**src/rtl/pba_pkg.sv**
```systemverilog
// Shared types and constants for the PCI BAR and bus allocator.
package pba_pkg;

  localparam logic [1:0] FN_BUS    = 2'd0;
  localparam logic [1:0] FN_BAR    = 2'd1;
  localparam logic [1:0] FN_BRIDGE = 2'd2;

  localparam logic [1:0] ST_OK      = 2'd0;
  localparam logic [1:0] ST_BAD_BAR = 2'd1;
  localparam logic [1:0] ST_NO_BUS  = 2'd2;

  localparam logic [2:0] BAR_MEM32 = 3'b000;
  localparam logic [2:0] BAR_MEM64 = 3'b100;
  localparam logic [63:0] BAR_FLAGS = 64'hF;

  localparam int CFG_IDX_W = 1;
  localparam logic [CFG_IDX_W-1:0] CFG_START = 1'b0;
  localparam logic [CFG_IDX_W-1:0] CFG_ALIGN = 1'b1;

  localparam logic [63:0] START_RESET = 64'd1073741824;
  localparam logic [4:0]  ALIGN_RESET = 5'd20;

  localparam int QUEUE_DEPTH = 2;
  localparam int DIV_STEPS   = 64;

  typedef enum logic [2:0] {
    K_NOP,
    K_MARK,
    K_BAR,
    K_BRIDGE,
    K_BAD_BAR
  } kind_t;

  typedef struct packed {
    kind_t       kind;
    logic [7:0]  bus;
    logic        first;
    logic        last;
    logic        wide;
    logic [63:0] size;
  } cmd_t;

  typedef struct packed {
    logic [1:0]  status;
    logic [63:0] bar_value;
    logic        bar_wide;
    logic        base_write;
    logic        limit_write;
    logic [15:0] base;
    logic [15:0] limit;
    logic [7:0]  secondary;
  } res_t;

endpackage

```
**src/rtl/pba_front.sv**
```systemverilog
// Input acceptance and event classification with BAR size decode.
module pba_front import pba_pkg::*; (
  input  logic        in_valid,
  output logic        in_stall,
  input  logic [1:0]  func,
  input  logic [7:0]  bus_number,
  input  logic        first_bar,
  input  logic        last_bar,
  input  logic [31:0] probe_low,
  input  logic [31:0] probe_high,
  input  logic        full,
  output logic        push,
  output cmd_t        cmd
);

  logic [2:0]  bar_type;
  logic        wide;
  logic [63:0] probe_full;
  logic [63:0] size_sum;

  assign in_stall = full;
  assign push     = in_valid && !full;

  always_comb begin
    bar_type   = probe_low[2:0];
    wide       = (bar_type == BAR_MEM64);
    probe_full = {(wide ? probe_high : 32'hFFFF_FFFF), probe_low};
    size_sum   = ~(probe_full & ~BAR_FLAGS) + 64'd1;

    cmd.bus   = bus_number;
    cmd.first = first_bar;
    cmd.last  = last_bar;
    cmd.wide  = wide;
    cmd.size  = wide ? size_sum : {32'd0, size_sum[31:0]};

    unique case (func)
      FN_BUS: begin
        cmd.kind = K_MARK;
      end
      FN_BAR: begin
        if (bar_type == BAR_MEM32 || bar_type == BAR_MEM64) begin
          cmd.kind = K_BAR;
        end else begin
          cmd.kind = K_BAD_BAR;
        end
      end
      FN_BRIDGE: begin
        cmd.kind = K_BRIDGE;
      end
      default: begin
        cmd.kind = K_NOP;
      end
    endcase
  end

endmodule

```
**src/rtl/pba_queue.sv**
```systemverilog
// Short command queue between the classifier and the execution engine.
module pba_queue import pba_pkg::*; (
  input  logic clk,
  input  logic rst,
  input  logic push,
  input  cmd_t push_cmd,
  output logic full,
  input  logic pop,
  output cmd_t pop_cmd,
  output logic not_empty
);

  localparam int PTR_W = (QUEUE_DEPTH > 1) ? $clog2(QUEUE_DEPTH) : 1;
  localparam int CNT_W = $clog2(QUEUE_DEPTH + 1);
  localparam logic [PTR_W-1:0] PTR_LAST = PTR_W'(QUEUE_DEPTH - 1);
  localparam logic [CNT_W-1:0] CNT_FULL = CNT_W'(QUEUE_DEPTH);

  cmd_t             entries [QUEUE_DEPTH];
  logic [PTR_W-1:0] wr_ptr;
  logic [PTR_W-1:0] rd_ptr;
  logic [CNT_W-1:0] count;

  assign full      = (count == CNT_FULL);
  assign not_empty = (count != '0);
  assign pop_cmd   = entries[rd_ptr];

  always_ff @(posedge clk) begin
    if (push) begin
      entries[wr_ptr] <= push_cmd;
    end
  end

  always_ff @(posedge clk) begin
    if (rst) begin
      wr_ptr <= '0;
      rd_ptr <= '0;
      count  <= '0;
    end else begin
      if (push) begin
        wr_ptr <= (wr_ptr == PTR_LAST) ? '0 : wr_ptr + PTR_W'(1);
      end
      if (pop) begin
        rd_ptr <= (rd_ptr == PTR_LAST) ? '0 : rd_ptr + PTR_W'(1);
      end
      if (push && !pop) begin
        count <= count + CNT_W'(1);
      end else if (pop && !push) begin
        count <= count - CNT_W'(1);
      end
    end
  end

endmodule

```
**src/rtl/pba_back.sv**
```systemverilog
// Execution engine: bus bookkeeping, bus search, BAR address rounding and results.
module pba_back import pba_pkg::*; #(
  parameter int BUS_COUNT = 256
) (
  input  logic                 clk,
  input  logic                 rst,
  input  logic                 cfg_write,
  input  logic [CFG_IDX_W-1:0] cfg_index,
  input  logic [63:0]          cfg_data,
  input  logic                 q_valid,
  input  cmd_t                 q_cmd,
  output logic                 q_pop,
  input  logic                 out_stall,
  output logic                 out_valid,
  output res_t                 res
);

  localparam int IDXW = $clog2(BUS_COUNT);
  localparam int CW   = $clog2(BUS_COUNT + 1);
  localparam int DCW  = $clog2(DIV_STEPS + 1);
  localparam logic [8:0]    BUS_LIM  = 9'(BUS_COUNT);
  localparam logic [CW-1:0] CUR_FULL = CW'(BUS_COUNT);
  localparam logic [DCW-1:0] DIV_LOAD = DCW'(DIV_STEPS);
  localparam logic [IDXW-1:0] IDX_LAST = IDXW'(BUS_COUNT - 1);

  localparam logic [2:0] S_IDLE  = 3'd0;
  localparam logic [2:0] S_SCAN  = 3'd1;
  localparam logic [2:0] S_ALIGN = 3'd2;
  localparam logic [2:0] S_ROUND = 3'd3;
  localparam logic [2:0] S_DIV   = 3'd4;
  localparam logic [2:0] S_SUB   = 3'd5;
  localparam logic [2:0] S_FIN   = 3'd6;
  localparam logic [2:0] S_WIN   = 3'd7;

  logic [2:0]      state;
  logic            in_use_mem [BUS_COUNT];
  logic            behind_mem [BUS_COUNT];
  logic            opened_mem [BUS_COUNT];
  logic            in_use_rd;
  logic            behind_rd;
  logic            opened_rd;
  logic            clearing;
  logic [IDXW-1:0] clr_idx;
  logic [CW-1:0]   cursor;
  logic [63:0]     next_address;
  logic [63:0]     dev_low;
  logic [4:0]      align_log2;

  cmd_t           cmd;
  logic [8:0]     c;
  logic [63:0]    addr;
  logic [63:0]    smask;
  logic           pow2;
  logic [63:0]    t;
  logic [63:0]    dvd;
  logic [63:0]    rem;
  logic [DCW-1:0] cnt;

  logic            out_free;
  logic            res_load;
  res_t            res_start;
  logic            q_bus_ok;
  logic [IDXW-1:0] q_idx;
  logic [8:0]      bus_p1;
  logic [8:0]      cur9;
  logic [8:0]      scan_start;
  logic [8:0]      c_p1;
  logic [IDXW-1:0] scan_addr;
  logic            c_end;
  logic [IDXW-1:0] c_idx;
  logic            scan_hit;
  logic            mark_wr;
  logic            scan_wr;
  logic            win_wr;
  logic            use_we;
  logic [IDXW-1:0] use_wa;
  logic            use_wd;
  logic            beh_we;
  logic [IDXW-1:0] beh_wa;
  logic            beh_wd;
  logic            opn_we;
  logic [IDXW-1:0] opn_wa;
  logic            opn_wd;
  logic            bus_ok;
  logic [IDXW-1:0] bus_idx;
  logic            bridged;
  logic            win_set;
  logic [63:0]     gmask;
  logic [63:0]     g_round;
  logic [63:0]     size_m1;
  logic [63:0]     t_calc;
  logic            size_zero;
  logic [64:0]     rem_sh;
  logic [64:0]     rem_diff;
  logic [63:0]     low_eff;
  logic [63:0]     low_new;
  logic [63:0]     next_new;
  logic [63:0]     lim;

  assign out_free = !out_valid || !out_stall;
  assign q_pop    = !clearing && (state == S_IDLE) && q_valid && out_free;
  assign res_load = (q_pop && q_cmd.kind != K_BRIDGE && q_cmd.kind != K_BAR) ||
                    ((state == S_SCAN) && (c_end || scan_hit)) || (state == S_WIN);

  always_comb begin
    res_start        = '0;
    res_start.status = (q_cmd.kind == K_BAD_BAR) ? ST_BAD_BAR : ST_OK;
  end

  assign q_bus_ok   = ({1'b0, q_cmd.bus} < BUS_LIM);
  assign q_idx      = q_cmd.bus[IDXW-1:0];
  assign bus_p1     = {1'b0, q_cmd.bus} + 9'd1;
  assign cur9       = 9'(cursor);
  assign scan_start = (cur9 > bus_p1) ? cur9 : bus_p1;
  assign c_p1       = c + 9'd1;
  assign scan_addr  = (state == S_SCAN) ? c_p1[IDXW-1:0] : scan_start[IDXW-1:0];

  assign c_end    = (c >= BUS_LIM);
  assign c_idx    = c[IDXW-1:0];
  assign scan_hit = !c_end && !in_use_rd;

  assign bus_ok  = ({1'b0, cmd.bus} < BUS_LIM);
  assign bus_idx = cmd.bus[IDXW-1:0];
  assign bridged = bus_ok && behind_rd;
  assign win_set = opened_rd;

  assign mark_wr = q_pop && (q_cmd.kind == K_MARK) && q_bus_ok;
  assign scan_wr = (state == S_SCAN) && scan_hit;
  assign win_wr  = (state == S_WIN) && cmd.last && bridged && !win_set;

  assign use_we = clearing || mark_wr || scan_wr;
  assign use_wa = clearing ? clr_idx : ((state == S_SCAN) ? c_idx : q_idx);
  assign use_wd = !clearing;
  assign beh_we = clearing || scan_wr;
  assign beh_wa = clearing ? clr_idx : c_idx;
  assign beh_wd = !clearing;
  assign opn_we = clearing || scan_wr || win_wr;
  assign opn_wa = clearing ? clr_idx : ((state == S_SCAN) ? c_idx : bus_idx);
  assign opn_wd = !clearing && (state == S_WIN);

  assign gmask     = ~({64{1'b1}} << align_log2);
  assign g_round   = (next_address + gmask) & ~gmask;
  assign size_m1   = cmd.size - 64'd1;
  assign t_calc    = addr + smask;
  assign size_zero = (cmd.size == '0);
  assign rem_sh    = {rem, dvd[63]};
  assign rem_diff  = rem_sh - {1'b0, cmd.size};

  assign low_eff  = cmd.first ? {64{1'b1}} : dev_low;
  assign low_new  = (low_eff == {64{1'b1}}) ? addr : low_eff;
  assign next_new = addr + cmd.size;
  assign lim      = next_address - 64'd1;

  always_ff @(posedge clk) begin
    if (use_we) begin
      in_use_mem[use_wa] <= use_wd;
    end
    if (beh_we) begin
      behind_mem[beh_wa] <= beh_wd;
    end
    if (opn_we) begin
      opened_mem[opn_wa] <= opn_wd;
    end
    in_use_rd <= in_use_mem[scan_addr];
    if (q_pop) begin
      behind_rd <= behind_mem[q_idx];
      opened_rd <= opened_mem[q_idx];
    end
  end

  always_ff @(posedge clk) begin
    if (rst) begin
      out_valid <= 1'b0;
    end else if (res_load) begin
      out_valid <= 1'b1;
    end else if (!out_stall) begin
      out_valid <= 1'b0;
    end
  end

  always_ff @(posedge clk) begin
    if (rst) begin
      state        <= S_IDLE;
      clearing     <= 1'b1;
      clr_idx      <= '0;
      cursor       <= '0;
      next_address <= START_RESET;
      dev_low      <= {64{1'b1}};
      align_log2   <= ALIGN_RESET;
    end else begin
      if (clearing) begin
        if (clr_idx == IDX_LAST) begin
          clearing <= 1'b0;
        end
        clr_idx <= clr_idx + IDXW'(1);
      end
      if (cfg_write) begin
        case (cfg_index)
          CFG_START: next_address <= cfg_data;
          CFG_ALIGN: align_log2   <= cfg_data[4:0];
          default:   ;
        endcase
      end
      unique case (state)
        S_IDLE: begin
          if (q_pop) begin
            unique case (q_cmd.kind)
              K_BRIDGE: state <= S_SCAN;
              K_BAR:    state <= S_ALIGN;
              default:  ;
            endcase
          end
        end
        S_SCAN: begin
          if (c_end) begin
            cursor <= CUR_FULL;
            state  <= S_IDLE;
          end else if (scan_hit) begin
            cursor <= CW'(c_p1);
            state  <= S_IDLE;
          end
        end
        S_ALIGN: begin
          state <= S_ROUND;
        end
        S_ROUND: begin
          state <= (size_zero || pow2) ? S_FIN : S_DIV;
        end
        S_DIV: begin
          if (cnt == DCW'(1)) begin
            state <= S_SUB;
          end
        end
        S_SUB: begin
          state <= S_FIN;
        end
        S_FIN: begin
          next_address <= next_new;
          dev_low      <= low_new;
          state        <= S_WIN;
        end
        S_WIN: begin
          state <= S_IDLE;
        end
        default: begin
          state <= S_IDLE;
        end
      endcase
    end
  end

  always_ff @(posedge clk) begin
    case (state)
      S_IDLE: begin
        if (q_pop) begin
          cmd <= q_cmd;
          c   <= scan_start;
          res <= res_start;
        end
      end
      S_SCAN: begin
        if (c_end) begin
          res.status <= ST_NO_BUS;
        end else if (scan_hit) begin
          res.secondary <= c[7:0];
        end else begin
          c <= c_p1;
        end
      end
      S_ALIGN: begin
        addr  <= (cmd.first && bridged && !win_set) ? g_round : next_address;
        smask <= size_m1;
        pow2  <= ((cmd.size & size_m1) == '0);
      end
      S_ROUND: begin
        t   <= t_calc;
        dvd <= t_calc;
        rem <= '0;
        cnt <= DIV_LOAD;
        if (!size_zero && pow2) begin
          addr <= t_calc & ~smask;
        end
      end
      S_DIV: begin
        rem <= rem_diff[64] ? rem_sh[63:0] : rem_diff[63:0];
        dvd <= {dvd[62:0], 1'b0};
        cnt <= cnt - DCW'(1);
      end
      S_SUB: begin
        addr <= t - rem;
      end
      S_WIN: begin
        res.status    <= ST_OK;
        res.bar_value <= cmd.wide ? addr : {32'd0, addr[31:0]};
        res.bar_wide  <= cmd.wide;
        if (cmd.last && bridged) begin
          if (!win_set) begin
            res.base_write <= 1'b1;
            res.base       <= dev_low[31:16];
          end
          res.limit_write <= 1'b1;
          res.limit       <= lim[31:16];
        end
      end
      default: ;
    endcase
  end

`ifndef SYNTH
  a_busy_no_result: assert property (@(posedge clk) disable iff (rst)
    (state != S_IDLE) |-> !out_valid)
    else $error("result register holds a transfer while a command is in flight");

  a_scan_alloc: assert property (@(posedge clk) disable iff (rst)
    (state == S_SCAN && scan_hit) |=>
      (out_valid && cursor == CW'($past(c_p1)) && res.secondary == $past(c[7:0])))
    else $error("allocated secondary bus not recorded");

  a_scan_fail: assert property (@(posedge clk) disable iff (rst)
    (state == S_SCAN && c_end) |=>
      (cursor == CUR_FULL && out_valid && res.status == ST_NO_BUS))
    else $error("failed bus search not reported");

  a_rem_bound: assert property (@(posedge clk) disable iff (rst)
    (state == S_DIV) |-> (rem < cmd.size))
    else $error("partial remainder reached the BAR size");
`endif

endmodule

```
**src/rtl/pci_bar_and_bus_allocator_unit.sv**
```systemverilog
// Top level of the PCI enumeration BAR address and bus number allocator.
//
//   Channel   Direction  Handshake            Contents
//   input     in         in_valid/in_stall    func, bus_number, first_bar, last_bar, probes
//   output    out        out_valid/out_stall  status, bar_value, bar_wide, window fields, bus
//   config    in         cfg_write            cfg_index, cfg_data (no read-back)
//
// A bus-present event, an unsupported BAR and an unused selector are finished in the idle state.
// A bridge event runs an upward search for a free secondary bus that skips each used bus.
// A BAR with a power-of-two or zero size skips the division; any other size adds the 64-step
// remainder loop and one subtract.
// A two-entry command queue lets input transfers continue while the engine or output stalls.
// Reset is synchronous; it loads the default start and granule, then the engine clears its
// bus tables before it takes the first command.
module pci_bar_and_bus_allocator_unit import pba_pkg::*; #(
  parameter int BUS_COUNT = 256
) (
  input  logic                 clk,
  input  logic                 rst,
  input  logic                 cfg_write,
  input  logic [CFG_IDX_W-1:0] cfg_index,
  input  logic [63:0]          cfg_data,
  input  logic                 in_valid,
  output logic                 in_stall,
  input  logic [1:0]           func,
  input  logic [7:0]           bus_number,
  input  logic                 first_bar,
  input  logic                 last_bar,
  input  logic [31:0]          probe_low,
  input  logic [31:0]          probe_high,
  output logic                 out_valid,
  input  logic                 out_stall,
  output logic [1:0]           status,
  output logic [63:0]          bar_value,
  output logic                 bar_wide,
  output logic                 window_base_write,
  output logic                 window_limit_write,
  output logic [15:0]          window_base,
  output logic [15:0]          window_limit,
  output logic [7:0]           secondary_bus
);

  logic push;
  logic full;
  cmd_t front_cmd;
  logic q_pop;
  logic q_valid;
  cmd_t q_cmd;
  res_t res;

  pba_front u_front (
    .in_valid   (in_valid),
    .in_stall   (in_stall),
    .func       (func),
    .bus_number (bus_number),
    .first_bar  (first_bar),
    .last_bar   (last_bar),
    .probe_low  (probe_low),
    .probe_high (probe_high),
    .full       (full),
    .push       (push),
    .cmd        (front_cmd)
  );

  pba_queue u_queue (
    .clk       (clk),
    .rst       (rst),
    .push      (push),
    .push_cmd  (front_cmd),
    .full      (full),
    .pop       (q_pop),
    .pop_cmd   (q_cmd),
    .not_empty (q_valid)
  );

  pba_back #(
    .BUS_COUNT (BUS_COUNT)
  ) u_back (
    .clk       (clk),
    .rst       (rst),
    .cfg_write (cfg_write),
    .cfg_index (cfg_index),
    .cfg_data  (cfg_data),
    .q_valid   (q_valid),
    .q_cmd     (q_cmd),
    .q_pop     (q_pop),
    .out_stall (out_stall),
    .out_valid (out_valid),
    .res       (res)
  );

  assign status             = res.status;
  assign bar_value          = res.bar_value;
  assign bar_wide           = res.bar_wide;
  assign window_base_write  = res.base_write;
  assign window_limit_write = res.limit_write;
  assign window_base        = res.base;
  assign window_limit       = res.limit;
  assign secondary_bus      = res.secondary;

endmodule
```
**config.mk**
```make
export PLATFORM = sky130hd
export DESIGN_NAME = pci_bar_and_bus_allocator_unit
export DESIGN_NICKNAME = d
export VERILOG_FILES = /design/src/rtl/pba_pkg.sv /design/src/rtl/pba_front.sv /design/src/rtl/pba_queue.sv /design/src/rtl/pba_back.sv /design/src/rtl/pci_bar_and_bus_allocator_unit.sv
export SDC_FILE = /design/constraint.sdc
export NUM_CORES = 2
export LEC_CHECK = 0
export BUFFER_PORTS_ARGS = -buffer_cell sky130_fd_sc_hd__buf_2
export CORE_ASPECT_RATIO = 0.5
export CORE_UTILIZATION = 45
export CTS_CLUSTER_DIAMETER = 80
export DETAILED_ROUTE_END_ITERATION = 8
export GPL_TIMING_DRIVEN = 0
export PLACE_DENSITY_LB_ADDON = 0.05
export SYNTH_ARGS = -nofsm -noshare
export SYNTH_HDL_FRONTEND = slang
export SYNTH_SLANG_ARGS = --single-unit
```
**constraint.sdc**
```tcl
create_clock -name clk -period 20.5 [get_ports clk]
set_input_delay 4.1 -clock clk [delete_from_list [all_inputs] [get_ports clk]]
set_output_delay 4.1 -clock clk [all_outputs]
set_load 0.005 [all_outputs]
```
== After elaboration in Yosys (flattened, before gate mapping) ==
Memories as Yosys holds them, arrays and structs flattened. A register that Yosys moved wholly into a read port is not among the register bits.
Index checks and enable logic that the tools add are counted.

* Memories: 4
* Memory bits (read-only): 0
* Register bits: 680
* Bits in writable memories: 924
* Bits of input ports: 146
* Latch bits: 0

{| class="wikitable"
|+ Memories
! memory !! depth !! bits a word !! read ports !! clocked after Yosys merged registers in !! wr ports !! RTL line !! RTL
|-
| u_back.behind_mem || 256 || 1 || 1 || 1 || 1 || pba_back.sv:37 || <nowiki>logic behind_mem [BUS_COUNT];</nowiki>
|-
| u_back.in_use_mem || 256 || 1 || 1 || 1 || 1 || pba_back.sv:36 || <nowiki>logic in_use_mem [BUS_COUNT];</nowiki>
|-
| u_back.opened_mem || 256 || 1 || 1 || 1 || 1 || pba_back.sv:38 || <nowiki>logic opened_mem [BUS_COUNT];</nowiki>
|-
| u_queue.entries || 2 || 78 || 1 || 1 || 1 || pba_queue.sv:18 || <nowiki>cmd_t entries [QUEUE_DEPTH];</nowiki>
|}

* $lt $le $gt $ge: 2
* Mux-type cells: 66
* Equal/unequal tests: 33
* $mul: 0
* Add/subtract/negate cells: 16
* Divide/modulo/power cells: 0
* Shift-type cells: 1
* Reductions and logical operators: 66
* Bitwise operators: 7

{| class="wikitable"
|+ Operators by type and width
! kind !! number
|-
| 2-to-1 mux 64 bit || 10
|-
| inverter 64 bit || 4
|-
| one-hot mux 64 bit (2 select lines) || 2
|-
| one-hot mux 99 bit (2 select lines) || 1
|-
| adder 64 bit || 3
|-
| bitwise AND 64 bit || 3
|-
| one-hot mux 64 bit (3 select lines) || 1
|-
| zero test 64 bit || 2
|-
| 2-to-1 mux 109 bit || 1
|-
| subtractor 65 x 64 -> 65 bit || 1
|-
| adder 64 x 1 -> 64 bit (second input constant) || 1
|-
| equality test 64 bit (second input constant) || 1
|-
| 2-to-1 mux 8 bit || 8
|-
| << shifter 64 x 5 -> 64 bit (first input constant) || 1
|-
| subtractor 64 x 1 -> 64 bit (second input constant) || 1
|-
| subtractor 64 bit || 1
|-
| 2-to-1 mux 9 bit || 6
|-
| 2-to-1 mux 34 bit || 1
|-
| 2-to-1 mux 32 bit || 1
|-
| subtractor 32 x 1 -> 32 bit (second input constant) || 1
|-
| one-hot mux 3 bit (8 select lines) || 1
|-
| logical AND 1 bit || 20
|-
| equality test 3 bit (second input constant) || 6
|-
| 2-to-1 mux 1 bit || 18
|-
| 38 further kinds || 96
|}

== Depth between registers and ports, before layout ==
* Depth after elaboration: 9
* Depth in mapped cells: 28
* Depth with buffers taken out: 21

== By module ==
A second synthesis with hierarchy kept.

* Cells, all modules: 8128
* Area total of the unflattened synthesis: 87266.2 µm²

{| class="wikitable"
|+ Modules (own cells, without submodules)
! module !! cells each !! sequential area each (µm²) !! area an instance (µm²) !! instances
|-
| pba_back || 7618 || 41890.2 || 79789.0 || 1
|-
| pba_queue || 265 || 4784.6 || 5915.7 || 1
|-
| pba_front || 245 || 0.0 || 1561.5 || 1
|}

== Worst setup path before layout ==
No wires, ideal clock.

* Path type: flip-flop to flip-flop
* Start point: register u_back.clearing
* End point: memory u_back.behind_mem[77], enable pin
* Stages on the path, launching flop included: 6
* Path slack: 11.372 ns
* Setup time: 0.300 ns
* Arrival time: 8.828 ns
* Period minus slack after synthesis: 9.128 ns
* Path through: dfxtp_1 -> clkinv_1 -> o32ai_1 -> nand2_1 -> clkbuf_1 -> nor2_1

* Word-level cells in the longest chain between the ends: 3

{| class="wikitable"
|+ Ends and longest elaborated chain
! element !! RTL line !! RTL
|-
| start, declared || pba_back.sv:42 || <nowiki>logic clearing;</nowiki>
|-
| start signal, assigned || pba_back.sv:184 || <nowiki>clearing <= 1'b1;</nowiki>
|-
| start signal, assigned || pba_back.sv:193 || <nowiki>clearing <= 1'b0;</nowiki>
|-
| logical OR 1 bit || pba_back.sv:134 || <nowiki>assign beh_we = clearing || scan_wr;</nowiki>
|-
| 2-to-1 mux 1 bit || pba_back.sv:158 || <nowiki>if (beh_we) begin</nowiki>
|-
| 2-to-1 mux 1 bit (implied by the code) || pba_back.sv:159 || <nowiki>behind_mem[beh_wa] <= beh_wd;</nowiki>
|-
| end, declared || pba_back.sv:37 ||
|}

Several ways; a longest one is shown, not always the timed one.

==> metrics.yaml <==
sta:
  period_needed_ns: 10.68
  final_hold_viol_count: 0
  final_min_period_over_clock_period_pct: 52.10
  fin_skew_ns: 0.06107
  max_slew_margin_pct: -10.84
  max_freq_mhz: 93.64
  final_max_slew_viol_count: 25
  fin_tns_setup_ns: 0
  grt_setup_unrepaired: "false"
  tightestPinTransition_ns: 1.649
  setup_viol: 0
run:
  max_cap_viol_count: 6
clocking:
  ctsResizeCount: 0
  cts.clk_slew.worst_paths_ns: 0.07
  cts_sinks: 1592
  cts_buffer_depth: 4
  ctsRootBufferMaster: "clkbuf_16"
  htreeDepth: 4
  cts-buffers-inserted: 163
  cts_tree: "done"
  cts_hold_repair.buffers: 0
  clock_network_latency_to_the_later_pin_of_the_worst_skew_pair_ns: 0.83
  cts_setup_buffers: 0
pwr:
  netSwitchingFraction_pct: 25.34
  p_per_area_nw_per_um2: 74.38
  cellLeakagePower_nw: 35.09
  ir_worst_vdd_mv: 0.06217
  power.combinational.fraction_pct: 8.9
  sequential_power_share_pct: 50.3
  net-switching-power_mw: 1.792
  internal_power_of_the_cells_mw: 5.278
  power.share.clock_pct: 40.8
detailed_routing:
  detail_route.wirelength_um: 309000
  vias_per_cell: 5.875
  postRouteAntennaNets: 0
  routed-via-count: 67740
  drt-pass1-iter-count: 6
  post_drt_wl_per_cell_um: 26.80
  drc_errors_left: 0
  drt_iter0_markers: 8233
critical_path:
  crit_required_ns: 21.19
  crit_path_end_kind: "flop"
  critical-path-slowest-cell: "mux2i_1"
  path_max_fanout: 11
  cp_slowest_stage_delay_ns: 1.19
  reg2regPathDepth: 25
  crit_top_cell: "clkbuf_1"
  timing_worst_setup_path_type: "reg -> reg"
  worstPathArrival_ns: 11.37
  critical_path.startpoint_type: "flop"
synth:
  post_synthesis_cell_type_count: 93
  share_of_synthesized_area_occupied_by_flip_flops_and_latches_pct: 54.27
  syn_inst: 8448
  post_synth_instance_area_um2: 85120
  number_of_register_bits_inferred_by_synthesis: 1592
  postSynth.topFlopCell: "edfxtp_1"
  synth_edf_count: 1431
  postSynth.asyncResetShare_pct: 0
  syn-num-nets: 8946
  synth.yosys.warnings: 0
  avgSynthCellArea_um2: 10.08
grt:
  grt_util_all_layers_pct: 31.45
  grt_max_degree: 157
  first_global_vias: 62840
  antenna_violations_before_repair: 17
  remaining_global_route_overflow: 0
  grt_pass1_wl_um: 435000
floorplanning:
  die_w_um: 617.1
  row_count: 112
  boundaryPins: 257
  fp.coreArea_um2: 187200
  start_util_pct: 45.46
  die_area_um2: 191000
  die_h_um: 309.5
min_path:
  worst_hold_path.num_cells: 2
  worst_hold_startpoint: "u_back.dev_low[56]"
  worstHoldPathType: "reg -> reg"
placed_design:
  detailed_place_hpwl_um: 232300
  gp_congestion: 0.9735
  port_buffers: 255
  placedCellCount: 11240
finish:
  fin_nets: 9394
  layout-drive-gt1-share_pct: 7.556
  most-common-layout-cells: "edfxtp_1 (1431), nand2_1 (1275), nor2_1 (1202)"
  instances_no_fill: 11530
  synthToLayoutAreaGrowth_pct: 11.67
  layout_commonest_cell: "edfxtp_1"
status:
  failed_checks: "max-capacitance violations, max-slew violations"
  status: "finished with violations"
through the flow:
| step | instance area [um2] | hold WS (ns) | utilization, % | worst slack [ns] | power [mW] |
|---|---|---|---|---|---|
| after floorplan | 85120 | 0.4451 | - | 11.37 | 3.970 |
| after global placement | 89530 | 0.4577 | 47.82 | 3.592 | 4.239 |
| after detailed placement | 90200 | 0.4618 | 48.18 | 10.05 | 4.244 |
| after CTS | 95030 | 0.4789 | 50.76 | 10.02 | 7.087 |
| after global routing | 95040 | 0.5062 | 50.76 | 9.710 | 7.246 |
| final | 95050 | 0.4812 | 50.77 | 9.821 | 7.070 |
power by group through the flow:
stage          clock network, mW  registers, mW  logic (mW)
6_report                    2.88           3.56       0.628
5_1_grt                     3.03           3.56       0.660
4_1_cts                     2.91           3.56       0.618
3_5_place_dp                   0           3.63       0.615
3_3_place_gp                   0           3.63       0.606
2_1_floorplan                  0           3.62       0.348
layer usage:
layer	share of wire, %	global-route usage, %
met1	43	43.64
met2	45	50.14
met3	7.8	4.783
met4	4.1	11.64
met5	0	0
flip-flops by register name, summed over array words and instances (netlist names), 63 cells and up, named ones only:
| signal | flops |
|---|---|
| u_back.dvd | 64 |
| u_back.opened_mem | 256 |
| u_back.addr | 64 |
| u_back.rem | 64 |
| u_back.res | 109 |
| u_back.in_use_mem | 256 |
| u_back.cmd | 63 |
| u_queue.entries | 148 |
| u_back.t | 64 |
| u_back.dev_low | 64 |
| u_back.next_address | 64 |
| u_back.behind_mem | 256 |
worst paths after layout:
kind | to | slack, ns
setup reg to reg | u_back.in_use_rd | 9.82
setup / recovery | u_back.in_use_rd | 9.82
hold reg to reg | u_back.dev_low[56] | 0.48
hold / removal | u_back.dev_low[56] | 0.48
kinds of logic (layout without fill, tap and decap cells):
logic type | count (synthesis) | in the layout | share of synthesized area [%]
simple gates | 3567 | 3567 | 18.44
mux | 232 | 232 | 2.916
xor+xnor | 370 | 370 | 3.807
flops | 1592 | 1592 | 54.27
other cells | 0 | 9 | 0
buf+inv | 808 | 1373 | 3.588
compound gates | 1527 | 1527 | 11.78
fa+ha+maj | 352 | 352 | 5.201
layout make-up:
| type | count | area [um2] |
|---|---|---|
| inverter | 330 | 1249 |
| fill | 17680 | 92170 |
| clock buffer | 205 | 4309 |
| antenna | 9 | 22.52 |
| clock inverter | 77 | 516.7 |
| buffer | 478 | 1818 |
| tap | 2508 | 3138 |
| sequential | 1592 | 46190 |
| timing repair buffer | 283 | 1868 |
| multi-input combinational | 6048 | 35940 |
synthesized netlist by cell type, types with 12 or more instances:
| library cell | number | area share (%) |
|---|---|---|
| o221ai_1 | 18 | 0.19 |
| xor2_1 | 167 | 1.7 |
| nand2_1 | 1277 | 5.6 |
| clkbuf_1 | 414 | 1.8 |
| a21o_1 | 177 | 1.6 |
| mux2i_1 | 122 | 1.4 |
| o21a_1 | 41 | 0.36 |
| nand3_1 | 383 | 2.3 |
| a211o_1 | 18 | 0.19 |
| nand4_1 | 75 | 0.55 |
| buf_1 | 47 | 0.21 |
| nor4_1 | 49 | 0.36 |
| mux2_2 | 107 | 1.4 |
| o21bai_1 | 44 | 0.39 |
| a21oi_1 | 443 | 2.6 |
| a31oi_1 | 43 | 0.32 |
| buf_2 | 17 | 0.10 |
| nor2b_1 | 54 | 0.40 |
| a22oi_1 | 46 | 0.41 |
| a21boi_0 | 15 | 0.13 |
| or2_2 | 13 | 0.096 |
| o21ai_1 | 17 | 0.10 |
| or4_1 | 12 | 0.11 |
| or3_1 | 40 | 0.29 |
| a211oi_1 | 53 | 0.47 |
| and2_1 | 74 | 0.54 |
| o211ai_1 | 34 | 0.30 |
| dfxtp_1 | 161 | 3.8 |
| o22ai_1 | 87 | 0.64 |
| nor2_1 | 1204 | 5.3 |
| a311oi_1 | 127 | 1.3 |
| nand2b_1 | 107 | 0.79 |
| inv_1 | 324 | 1.4 |
| edfxtp_1 | 1431 | 50 |
| and3_1 | 125 | 0.92 |
| ha_1 | 349 | 5.1 |
| nor3_1 | 97 | 0.57 |
| a221oi_1 | 21 | 0.22 |
| xnor2_1 | 203 | 2.1 |
| o21ai_0 | 216 | 1.3 |
| o31ai_1 | 28 | 0.25 |
critical path, delay by kind of cell, from the launching register on:
family,cells,cell delay (ns)
adder cells (fa/ha/maj),2,0.75
flip-flops,1,0.31
XOR/XNOR,1,0.23
AO/OA/AOI/OAI,9,2.30
buffers and inverters,9,5.24
multiplexers,3,1.54
AND/OR/NAND/NOR,1,0.16
Note: power is estimated with default switching activity, not from simulation.
